[config.mk]
export PLATFORM = sky130hd
export DESIGN_NAME = gregorian_date_serial_unit
export DESIGN_NICKNAME = d
export VERILOG_FILES = /design/src/hdl/gds_pkg.sv /design/src/hdl/gregorian_date_serial_unit.sv
export SDC_FILE = /design/constraint.sdc
export NUM_CORES = 2
export LEC_CHECK = 0
export BUFFER_PORTS_ARGS = -buffer_cell sky130_fd_sc_hd__buf_2
export CAP_MARGIN = 0
export CORE_MARGIN = 3
export CORE_UTILIZATION = 60
export CTS_CLUSTER_SIZE = 14
export DETAILED_ROUTE_END_ITERATION = 8
export PLACE_DENSITY = 0.76
export REMOVE_ABC_BUFFERS = 1
export SYNTH_ARGS = -nofsm -noshare
export SYNTH_HDL_FRONTEND = slang
export SYNTH_SLANG_ARGS = --single-unit
[constraint.sdc]
create_clock -name clk_i -period 15.9 [get_ports clk_i]
set_input_delay 2.385 -clock clk_i [delete_from_list [all_inputs] [get_ports clk_i]]
set_output_delay 2.385 -clock clk_i [all_outputs]
set_load 0.005 [all_outputs]
[src/hdl/gds_pkg.sv]
// gds_pkg: shared types, codes and calendar helpers for the date serial unit
// no dependencies; imported by gregorian_date_serial_unit

package gds_pkg;

  localparam int unsigned FIRST_YEAR = 2000;
  localparam int unsigned LAST_YEAR  = 3999;

  localparam logic [22:0] EPOCH_RESET = 23'd36525;

  // days from 1 jan 2000 up to 1 jan 4000
  localparam logic [19:0] DAYS_IN_RANGE = 20'd730485;

  // floor(x / 365) = (x * RECIP_365) >> RECIP_365_SHIFT for x below 2^20
  localparam logic [19:0] RECIP_365       = 20'd735440;
  localparam int unsigned RECIP_365_SHIFT = 28;

  localparam logic [1:0] FUNC_TO_SERIAL  = 2'd0;
  localparam logic [1:0] FUNC_TO_DATE    = 2'd1;
  localparam logic [1:0] FUNC_ADD_MONTHS = 2'd2;
  localparam logic [1:0] FUNC_ADD_YEARS  = 2'd3;

  localparam logic [1:0] ERR_NONE  = 2'd0;
  localparam logic [1:0] ERR_DATE  = 2'd1;
  localparam logic [1:0] ERR_EARLY = 2'd2;
  localparam logic [1:0] ERR_LATE  = 2'd3;

  typedef struct packed {
    logic [1:0]         func;
    logic [11:0]        year;
    logic [3:0]         month;
    logic [4:0]         day;
    logic [23:0]        serial;
    logic signed [11:0] delta;
  } gds_in_t;

  typedef struct packed {
    logic [11:0] out_year;
    logic [3:0]  out_month;
    logic [4:0]  out_day;
    logic [23:0] out_serial;
    logic [1:0]  error;
  } gds_out_t;

  // reciprocal divide by 100, exact for x below 43690
  function automatic logic [7:0] div100(input logic [13:0] x);
    logic [26:0] p;
    p = 27'(x) * 27'(13'd5243);
    return p[26:19];
  endfunction

  function automatic logic is_leap(input logic [12:0] y);
    logic [7:0]  q;
    logic [12:0] r;
    q = div100({1'b0, y});
    r = y - 13'(q) * 13'd100;
    return (y[1:0] == 2'b00) && ((r != 13'd0) || (q[1:0] == 2'b00));
  endfunction

  function automatic logic [4:0] month_len(input logic [3:0] m);
    logic [4:0] n;
    case (m)
      4'd1:    n = 5'd31;
      4'd2:    n = 5'd28;
      4'd3:    n = 5'd31;
      4'd4:    n = 5'd30;
      4'd5:    n = 5'd31;
      4'd6:    n = 5'd30;
      4'd7:    n = 5'd31;
      4'd8:    n = 5'd31;
      4'd9:    n = 5'd30;
      4'd10:   n = 5'd31;
      4'd11:   n = 5'd30;
      4'd12:   n = 5'd31;
      default: n = 5'd31;
    endcase
    return n;
  endfunction

  // day of year at which month m starts, common year
  function automatic logic [8:0] month_start(input logic [3:0] m);
    logic [8:0] s;
    case (m)
      4'd1:    s = 9'd0;
      4'd2:    s = 9'd31;
      4'd3:    s = 9'd59;
      4'd4:    s = 9'd90;
      4'd5:    s = 9'd120;
      4'd6:    s = 9'd151;
      4'd7:    s = 9'd181;
      4'd8:    s = 9'd212;
      4'd9:    s = 9'd243;
      4'd10:   s = 9'd273;
      4'd11:   s = 9'd304;
      4'd12:   s = 9'd334;
      default: s = 9'd0;
    endcase
    return s;
  endfunction

  function automatic logic [4:0] days_in(input logic [12:0] y, input logic [3:0] m);
    logic [4:0] n;
    n = month_len(m);
    if (m == 4'd2 && is_leap(y)) begin
      n = n + 5'd1;
    end
    return n;
  endfunction

  // days from 1 jan 2000 to 1 jan of year 2000 + yo
  function automatic logic [19:0] year_base(input logic [10:0] yo);
    logic [11:0] y4;
    logic [7:0]  c1;
    logic [7:0]  c4;
    y4 = (12'(yo) + 12'd399) >> 2;
    c1 = div100(14'(yo) + 14'd99);
    c4 = div100(14'(y4));
    return 20'(yo) * 20'd365 + 20'((12'(yo) + 12'd3) >> 2) - 20'(c1) + 20'(c4);
  endfunction

  function automatic logic [1:0] check_date(input logic [12:0] y, input logic [3:0] m,
                                            input logic [4:0] d);
    logic [1:0] e;
    if (m == 4'd0 || m > 4'd12 || d == 5'd0 || d > days_in(y, m)) begin
      e = ERR_DATE;
    end else if (y < 13'(FIRST_YEAR)) begin
      e = ERR_EARLY;
    end else if (y > 13'(LAST_YEAR)) begin
      e = ERR_LATE;
    end else begin
      e = ERR_NONE;
    end
    return e;
  endfunction

endpackage

[src/hdl/gregorian_date_serial_unit.sv]
// gregorian_date_serial_unit: date to serial, serial to date, add months, add years
// depends on gds_pkg for payload types, codes and calendar helpers
//
//   channel  signals                      direction  beat taken when
//   in       in_valid_i in_data_i         sink       in_valid_i  & !in_stall_o
//   out      out_valid_o out_data_o       source     out_valid_o & !out_stall_i
//   cfg      cfg_we_i cfg_data_i          sink       cfg_we_i
//
// one beat per cycle sustained while out_stall_i is low; a taken input beat passes the
// input register, two working stage registers and the output register to out_data_o;
// each stage holds while the next one is full and stalled, so bubbles close up
// and the input keeps taking beats while a finished result waits, until all stages fill
// reset clears the stage valid flags and loads off_q with 36525

module gregorian_date_serial_unit (
  input  logic              clk_i,
  input  logic              rst_ni,
  input  logic              in_valid_i,
  output logic              in_stall_o,
  input  gds_pkg::gds_in_t  in_data_i,
  output logic              out_valid_o,
  input  logic              out_stall_i,
  output gds_pkg::gds_out_t out_data_o,
  input  logic              cfg_we_i,
  input  logic [22:0]       cfg_data_i
);

  import gds_pkg::*;

  typedef struct packed {
    logic [1:0]  func;
    logic [1:0]  err;
    logic        at_end;
    logic        neg;
    logic [12:0] year;
    logic [3:0]  month;
    logic [4:0]  day;
    logic [19:0] rem;
    logic [10:0] quo;
  } s1_t;

  typedef struct packed {
    logic [1:0]  func;
    logic [1:0]  err;
    logic [11:0] year;
    logic [3:0]  month;
    logic [4:0]  day;
    logic [19:0] yb;
    logic        leap;
    logic [10:0] yo;
    logic [8:0]  doy;
    logic [19:0] rem;
  } s2_t;

  logic [22:0] off_q;

  gds_in_t  in_q;
  s1_t      s1_d, s1_q;
  s2_t      s2_d, s2_q;
  gds_out_t out_d, out_q;

  logic v0_q, v1_q, v2_q, v3_q;
  logic en0, en1, en2, en3;

  // stage 1 temporaries
  logic [23:0] rem24;
  logic [39:0] prod365;
  logic [1:0]  err_in;
  logic [16:0] tot;
  logic [28:0] prod3;
  logic [12:0] oy_m;
  logic [16:0] r12;
  logic [13:0] ysum;

  // stage 2 temporaries
  logic [4:0]  last;
  logic [4:0]  od2;
  logic [1:0]  err2;
  logic [19:0] yb0, yb1, yb2;

  // stage 3 temporaries
  logic [11:0] fy;
  logic        leap3;
  logic [8:0]  st;
  logic [8:0]  ost;
  logic [3:0]  om3;

  assign en3 = !v3_q || !out_stall_i;
  assign en2 = !v2_q || en3;
  assign en1 = !v1_q || en2;
  assign en0 = !v0_q || en1;

  assign in_stall_o  = !en0;
  assign out_valid_o = v3_q;
  assign out_data_o  = out_q;

  always_ff @(posedge clk_i or negedge rst_ni) begin
    if (!rst_ni) begin
      off_q <= EPOCH_RESET;
      v0_q  <= 1'b0;
      v1_q  <= 1'b0;
      v2_q  <= 1'b0;
      v3_q  <= 1'b0;
    end else begin
      if (cfg_we_i) begin
        off_q <= cfg_data_i;
      end
      if (en0) v0_q <= in_valid_i;
      if (en1) v1_q <= v0_q;
      if (en2) v2_q <= v1_q;
      if (en3) v3_q <= v2_q;
    end
  end

  always_ff @(posedge clk_i) begin
    if (en0) in_q  <= in_data_i;
    if (en1) s1_q  <= s1_d;
    if (en2) s2_q  <= s2_d;
    if (en3) out_q <= out_d;
  end

  // stage 1: input check, serial offset and first year estimate, month and year moves
  always_comb begin
    s1_d      = '0;
    s1_d.func = in_q.func;

    rem24   = in_q.serial - 24'(off_q) - 24'd1;
    prod365 = 40'(rem24[19:0]) * 40'(RECIP_365);
    err_in  = check_date({1'b0, in_q.year}, in_q.month, in_q.day);

    tot   = 17'(in_q.year) * 17'd12 + 17'(in_q.month) - 17'd1
          + {{5{in_q.delta[11]}}, in_q.delta};
    prod3 = 29'(tot[16:2]) * 29'd10923;
    oy_m  = prod3[27:15];
    r12   = tot - 17'(oy_m) * 17'd12;
    ysum  = 14'(in_q.year) + {{2{in_q.delta[11]}}, in_q.delta};

    s1_d.rem    = rem24[19:0];
    s1_d.quo    = prod365[RECIP_365_SHIFT +: 11];
    s1_d.day    = in_q.day;
    s1_d.at_end = (in_q.day == days_in({1'b0, in_q.year}, in_q.month));

    case (in_q.func)
      FUNC_TO_DATE: begin
        if (in_q.serial <= {1'b0, off_q}) begin
          s1_d.err = ERR_EARLY;
        end else if (rem24 >= 24'(DAYS_IN_RANGE)) begin
          s1_d.err = ERR_LATE;
        end else begin
          s1_d.err = ERR_NONE;
        end
      end
      FUNC_ADD_MONTHS: begin
        s1_d.err   = err_in;
        s1_d.year  = oy_m;
        s1_d.month = 4'(r12) + 4'd1;
      end
      FUNC_ADD_YEARS: begin
        s1_d.err   = err_in;
        s1_d.month = in_q.month;
        // a year below zero sets neg, which stage 2 reports as ERR_LATE; year keeps the low bits of ysum + 296
        s1_d.neg   = ysum[13];
        s1_d.year  = ysum[13] ? 13'(ysum + 14'd296) : ysum[12:0];
      end
      default: begin
        s1_d.err   = err_in;
        s1_d.year  = {1'b0, in_q.year};
        s1_d.month = in_q.month;
      end
    endcase
  end

  // stage 2: result date check and year base; year correction for serial to date
  always_comb begin
    s2_d      = '0;
    s2_d.func = s1_q.func;
    s2_d.rem  = s1_q.rem;

    last = days_in(s1_q.year, s1_q.month);
    if (s1_q.func == FUNC_ADD_MONTHS && (s1_q.at_end || s1_q.day > last)) begin
      od2 = last;
    end else begin
      od2 = s1_q.day;
    end

    if (s1_q.err != ERR_NONE) begin
      err2 = s1_q.err;
    end else if (s1_q.func == FUNC_TO_DATE) begin
      err2 = ERR_NONE;
    end else if (od2 > last) begin
      err2 = ERR_DATE;
    end else if (s1_q.neg) begin
      err2 = ERR_LATE;
    end else if (s1_q.year < 13'(FIRST_YEAR)) begin
      err2 = ERR_EARLY;
    end else if (s1_q.year > 13'(LAST_YEAR)) begin
      err2 = ERR_LATE;
    end else begin
      err2 = ERR_NONE;
    end

    yb0 = year_base(s1_q.quo);
    yb1 = year_base(s1_q.quo - 11'd1);
    yb2 = year_base(s1_q.quo - 11'd2);

    s2_d.err   = err2;
    s2_d.year  = s1_q.year[11:0];
    s2_d.month = s1_q.month;
    s2_d.day   = od2;
    s2_d.leap  = is_leap(s1_q.year);
    s2_d.yb    = year_base(11'(s1_q.year - 13'(FIRST_YEAR)));

    // the estimate from rem / 365 runs at most two years ahead
    if (s1_q.quo != 11'd0 && yb0 > s1_q.rem) begin
      if (s1_q.quo >= 11'd2 && yb1 > s1_q.rem) begin
        s2_d.yo  = s1_q.quo - 11'd2;
        s2_d.doy = 9'(s1_q.rem - yb2);
      end else begin
        s2_d.yo  = s1_q.quo - 11'd1;
        s2_d.doy = 9'(s1_q.rem - yb1);
      end
    end else begin
      s2_d.yo  = s1_q.quo;
      s2_d.doy = 9'(s1_q.rem - yb0);
    end
  end

  // stage 3: month split or serial sum, error zeroing
  always_comb begin
    out_d       = '0;
    out_d.error = s2_q.err;

    fy    = 12'(FIRST_YEAR) + 12'(s2_q.yo);
    leap3 = is_leap({1'b0, fy});
    om3   = 4'd1;
    ost   = 9'd0;
    st    = 9'd0;
    for (int m = 2; m <= 12; m++) begin
      st = month_start(4'(m)) + 9'((m >= 3) && leap3);
      if (s2_q.doy >= st) begin
        om3 = 4'(m);
        ost = st;
      end
    end

    if (s2_q.err == ERR_NONE) begin
      if (s2_q.func == FUNC_TO_DATE) begin
        out_d.out_year   = fy;
        out_d.out_month  = om3;
        out_d.out_day    = 5'(s2_q.doy - ost) + 5'd1;
        out_d.out_serial = 24'(off_q) + 24'(s2_q.rem) + 24'd1;
      end else begin
        out_d.out_year   = s2_q.year;
        out_d.out_month  = s2_q.month;
        out_d.out_day    = s2_q.day;
        out_d.out_serial = 24'(off_q) + 24'(s2_q.yb) + 24'(month_start(s2_q.month))
                         + 24'(s2_q.day) + 24'(s2_q.leap && s2_q.month >= 4'd3);
      end
    end
  end

endmodule
==> Word-level counts from Yosys, hierarchy flattened <==
Memory sizes are Yosys's and may differ from the RTL's. A register that Yosys moved wholly into a read port is not among the register bits.
Cells that the tools add are included.
{ "word_totals": {"latch_bits": 0, "romBits": 240, "word_cells": 248, "reg_bits": 278, "out_inout_bits": 49, "ram_bits": 0, "input_bits": 87, "mem_count": 4} }
{ "memory_table": {"columns": ["memory", "depth", "word_bits", "rd", "rd_ports_with_merged_regs", "wr", "line", "rtl"], "rows": [
  ["(name not given)", 16, 9, 1, 1, 0, "gds_pkg.sv:83", "case (m)"],
  ["(name not given)", 16, 2, 1, 1, 0, "gds_pkg.sv:62", "case (m)"],
  ["(name not given)", 16, 2, 1, 1, 0, "gds_pkg.sv:62", null],
  ["(name not given)", 16, 2, 1, 1, 0, "gds_pkg.sv:62", null]
]} }
{ "op_classes": {"div": 0, "n_eq_ne": 9, "n_bitwise": 0, "multipliers": 22, "shift": 0, "add_sub_neg": 64, "order_cmp": 25, "muxes": 49, "n_reduce_logical": 40} }
{ "op_table": {"columns": ["cell", "n"], "rows": [
  ["$mul A12 B13 Y25 const B", 6],
  ["$mul A10 B13 Y23 const B", 4],
  ["$mux W5", 15],
  ["$ge A9 B9 Y1", 7],
  ["$add A20 B10 Y20", 3],
  ["$add A20 B4 Y20", 3],
  ["$mul A11 B9 Y20 const B", 3],
  ["$sub A20 B6 Y20", 3],
  ["$mux W4", 14],
  ["$pmux W17 S3", 1],
  ["$add A11 B7 Y12 const B", 4],
  ["$add A11 B9 Y12 const B", 4],
  ["$add A23 B20 Y24", 2],
  ["$mux W45", 1],
  ["$gt A20 B20 Y1", 2],
  ["$mux W20", 2],
  ["$reduce_bool A13 Y1", 3],
  ["$add A11 B2 Y12 const B", 3],
  ["$add A8 B1 Y9 const A", 4],
  ["$mul A20 B16 Y35 const B", 1],
  ["$mul A15 B14 Y28 const B", 1],
  ["$add A9 B1 Y9 const A", 3],
  ["$sub A9 B9 Y9", 3],
  ["$mul A13 B13 Y26 const B", 1],
  ["other kinds (60)", 116]
]} }

==> Longest topological paths before layout <==
{ "depth": {"depth_word": 22, "mapped_depth": 65, "mapped_depth_nobuf": 61} }

==> Worst setup path after synthesis <==
No wires, ideal clock.
{ "synth_timing": {"path_kind": "register to register", "startpoint": "reg s1_q[0] (netlist bit)", "endpoint": "reg s2_q[30] (netlist bit), data pin", "path_buffers": 4, "required_ns": 15.634, "setup_ns": 0.266, "synth_period_minus_slack_ns": 14.674, "stages_incl_launch_ff": 59, "slack_ns": 1.226, "arrival_ns": 14.408, "cell_sequence": "edfxtp_1 clkbuf_1 inv_1 ha_1 clkbuf_1 xor2_1 inv_1 ha_1 o21ai_0 a21oi_1 nand2b_1 a21oi_1 inv_1 fa_1 inv_1 fa_1 inv_1 fa_1 [... 23 more ...] a21oi_1 a41o_1 o41ai_1 o2111ai_1 a21oi_1 xnor2_1 ha_1 nand2_1 nor3_1 a221oi_1 o21ai_0 a211oi_1 or2_1 clkbuf_1 buf_1 nor2_1 mux2i_1 o21ai_1"} }
{ "synth_lines": {"columns": ["element", "line", "rtl"], "rows": [
  ["start: declaration", "gregorian_date_serial_unit.sv:58", "s1_t s1_d, s1_q;"],
  ["start signal: assignment", "gregorian_date_serial_unit.sv:117", "if (en1) s1_q <= s1_d;"],
  ["end signal: assignment", "gregorian_date_serial_unit.sv:118", "if (en2) s2_q <= s2_d;"],
  ["end: declaration", "gregorian_date_serial_unit.sv:59", "s2_t s2_d, s2_q;"]
]} }

==> results.json <==
{
  "critPathKind": "register to register",
  "cap_violations": 0,
  "final_cell_mix": "1,763 x ha_1, 1,740 x inv_1, 891 x fa_1",
  "first_iter_violations": 3183,
  "cts_buffer_depth": 3,
  "cp_slowest_cell": "xnor2_1",
  "synth_cell_types": 93,
  "dieArea_mm2": 0.1217,
  "vias": 50420,
  "wire_per_inst_um": 19.24,
  "reg2reg_from": "s1_q[1]",
  "grt_max_degree": 67,
  "cts_setup_buffers": 0,
  "clock-sinks": 291,
  "finalClockSkew_ns": 0.05228,
  "outcome": "finished clean",
  "num_antenna_cells": 0,
  "crit_start": "s1_q[1]",
  "synth_top_area_share_pct": 31.30,
  "grt-ovfl-total": 0,
  "synth_top_area_cell": "ha_1",
  "cpPeakStageDelay_ns": 0.67,
  "rows": 125,
  "r2r_cells": 51,
  "slew_headroom_pct": 21.11,
  "synthCells": 7190,
  "rr_endpoint": "s2_q[32]",
  "grt_usage_pct": 28.89,
  "ys_top_cells_by_area": "ha_1 31%, fa_1 25%, edfxtp_1 11%",
  "postCtsHoldBufs": 0,
  "io_buffers": 135,
  "drt-vias-per-instance": 5.655,
  "h-tree-depth": 2,
  "final_hold_viol_count": 0,
  "min_period_ns": 14.96,
  "die_y_um": 348.9,
  "grt_pass1_vias": 52840,
  "nets": 10110,
  "ys_ff_latch": 291,
  "tns_ns": 0,
  "grt_pass1_wl_mm": 279.5,
  "cts_root_buf": "clkbuf_16",
  "hold_path_class": "register to register",
  "crit_end": "s2_q[32]",
  "cp_max_fo": 30,
  "start_util_pct": 60.63,
  "ys_warn_count": 0,
  "syn_area_mm2": 0.07055,
  "startpoint_type": "register",
  "cts_tree": "yes",
  "clk_latency_ns": 0.61,
  "drt-total-wl_mm": 171.5,
  "synth_edf_count": 251,
  "postRouteAntennaNets": 0,
  "async_reset_ff_share_pct": 9.278,
  "final_common_cell": "ha_1",
  "place_congestion": 0.9503,
  "avgSynthCellArea_um2": 9.812,
  "cts-resized-gates": 0,
  "fmax_ghz": 0.06683,
  "io_pins": 136,
  "place.detailed.hpwl_mm": 149.6,
  "worst_path_most_repeated_cell": "fa_1",
  "remaining_drc_errors": 0,
  "fp.dieW_um": 348.9,
  "core_mm2": 0.1164,
  "clk_pin_slew_worst_paths_ns": 0.07,
  "crit_arrival_ns": 15.27,
  "setup_viol": 0,
  "regToRegSetupSlack_ns": 0.94,
  "cp.required_ns": 16.21,
  "synth_flop_cell": "edfxtp_1",
  "numCtsBuffers": 37,
  "seq_area_frac_synth_pct": 12.03,
  "grt_antenna_before_repair": 6,
  "period_share_pct": 94.10,
  "area_growth_pct": 6.037,
  "end_kind": "register",
  "rsz0062_at_grt": "no",
  "dr.pass1.iters": 6,
  "worst_slew_pin_slew_ns": 1.181,
  "drive_above_1_share_pct": 4.586,
  "slew_violations": 0
}
logic make-up (layout without fill, tap and decap cells):
kind of cell	Yosys count	after routing	share of synthesized area, %
fa+ha+maj	2656	2656	56.59
flops	291	291	12.03
buf+inv	1810	2012	9.637
xor+xnor	431	431	5.400
simple gates	961	961	6.644
compound gates	1008	1008	9.224
mux	33	33	0.4806
cell usage after synthesis (8+ instances only):
cell / n
a21oi_1: 284
o41ai_1: 15
o31ai_1: 13
nand2b_1: 59
a211oi_1: 56
a41oi_1: 9
a21o_1: 106
dfstp_2: 9
edfxtp_1: 251
clkbuf_1: 53
nor3b_1: 11
o22ai_1: 8
a2111oi_0: 9
a211o_1: 9
nand3_1: 84
a31oi_1: 33
nor3_1: 78
a21boi_0: 18
xnor2_1: 320
xor2_1: 108
o21a_1: 54
nand2_1: 260
a311oi_1: 8
o21ai_1: 21
and3_1: 29
o211ai_1: 23
inv_1: 1742
o21bai_1: 47
a31o_2: 8
mux2i_1: 26
buf_1: 8
nor4_1: 14
fa_1: 891
nor2_1: 225
or2_2: 24
and2_1: 20
dfrtp_1: 18
ha_1: 1765
dfxtp_1: 13
or3_1: 14
o21ai_0: 194
a22o_1: 8
nand4_1: 41
o31a_1: 10
nor2b_1: 63
stage by stage:
step                instances  area, µm²  hold WS [ns]  util, %  setup slack, ns
CTS                      8916      74720        0.4373    64.21           0.5380
global placement         8848      73390        0.4261    63.07           0.9885
global route             8916      74810        0.4586    64.29         0.004842
detailed placement       8848      73390        0.4315    63.07           0.6276
floorplan                7129      70320        0.4100        -           0.6693
finish                   8916      74810        0.4371    64.29           0.9375
state kept, by name, summed over array words and instances, names as in the netlist, named ones only:
register     count
v0_q             1
out_d            2
out_data_o      47
s2_q            84
v2_q             1
s1_q            59
v1_q             1
in_q            59
off_q           23
out_valid_o      1
how the worst min path moves through the flow:
stage	start	end	slack, ns	depth (start not counted)
global placement	v0_q	v1_q	0.43	2
detailed placement	v0_q	v1_q	0.43	2
floorplan	v0_q	v1_q	0.41	2
global route	s1_q[26]	s2_q[15]	0.46	0
CTS	v0_q	v1_q	0.44	2
finish	v0_q	v1_q	0.44	2
worst max-delay path, delay by kind of cell, from the launching register on:
family | cells | cell delay, ns
XOR/XNOR | 4 | 1.08
AND/OR/NAND/NOR | 3 | 0.79
AO/OA/AOI/OAI | 24 | 6.09
buffers and inverters | 7 | 0.99
adder cells (fa/ha/maj) | 13 | 5.30
flip-flops | 1 | 0.40
metal layers:
metal | up-vias | share of wire, % | track usage (%)
li1 | 23950 | - | -
met1 | 24920 | 45 | 40.99
met2 | 1352 | 46 | 47.11
met3 | 201 | 7.0 | 4.532
met4 | 4 | 2.1 | 5.758
met5 | - | 0.020 | 0
area by class of cell:
type                            count  area, µm²
Clock buffer                       44      993.5
Inverter                         1749       6578
Tap cell                         1524       1907
Multi-Input combinational cell   5089      55380
Timing Repair Buffer              195       1126
Clock inverter                     24      336.6
Sequential cell                   291       8484
Fill cell                        9468      41550
Power is not shown: default switching activity piles up to over one toggle a cycle in this logic, so the estimate is an artifact.
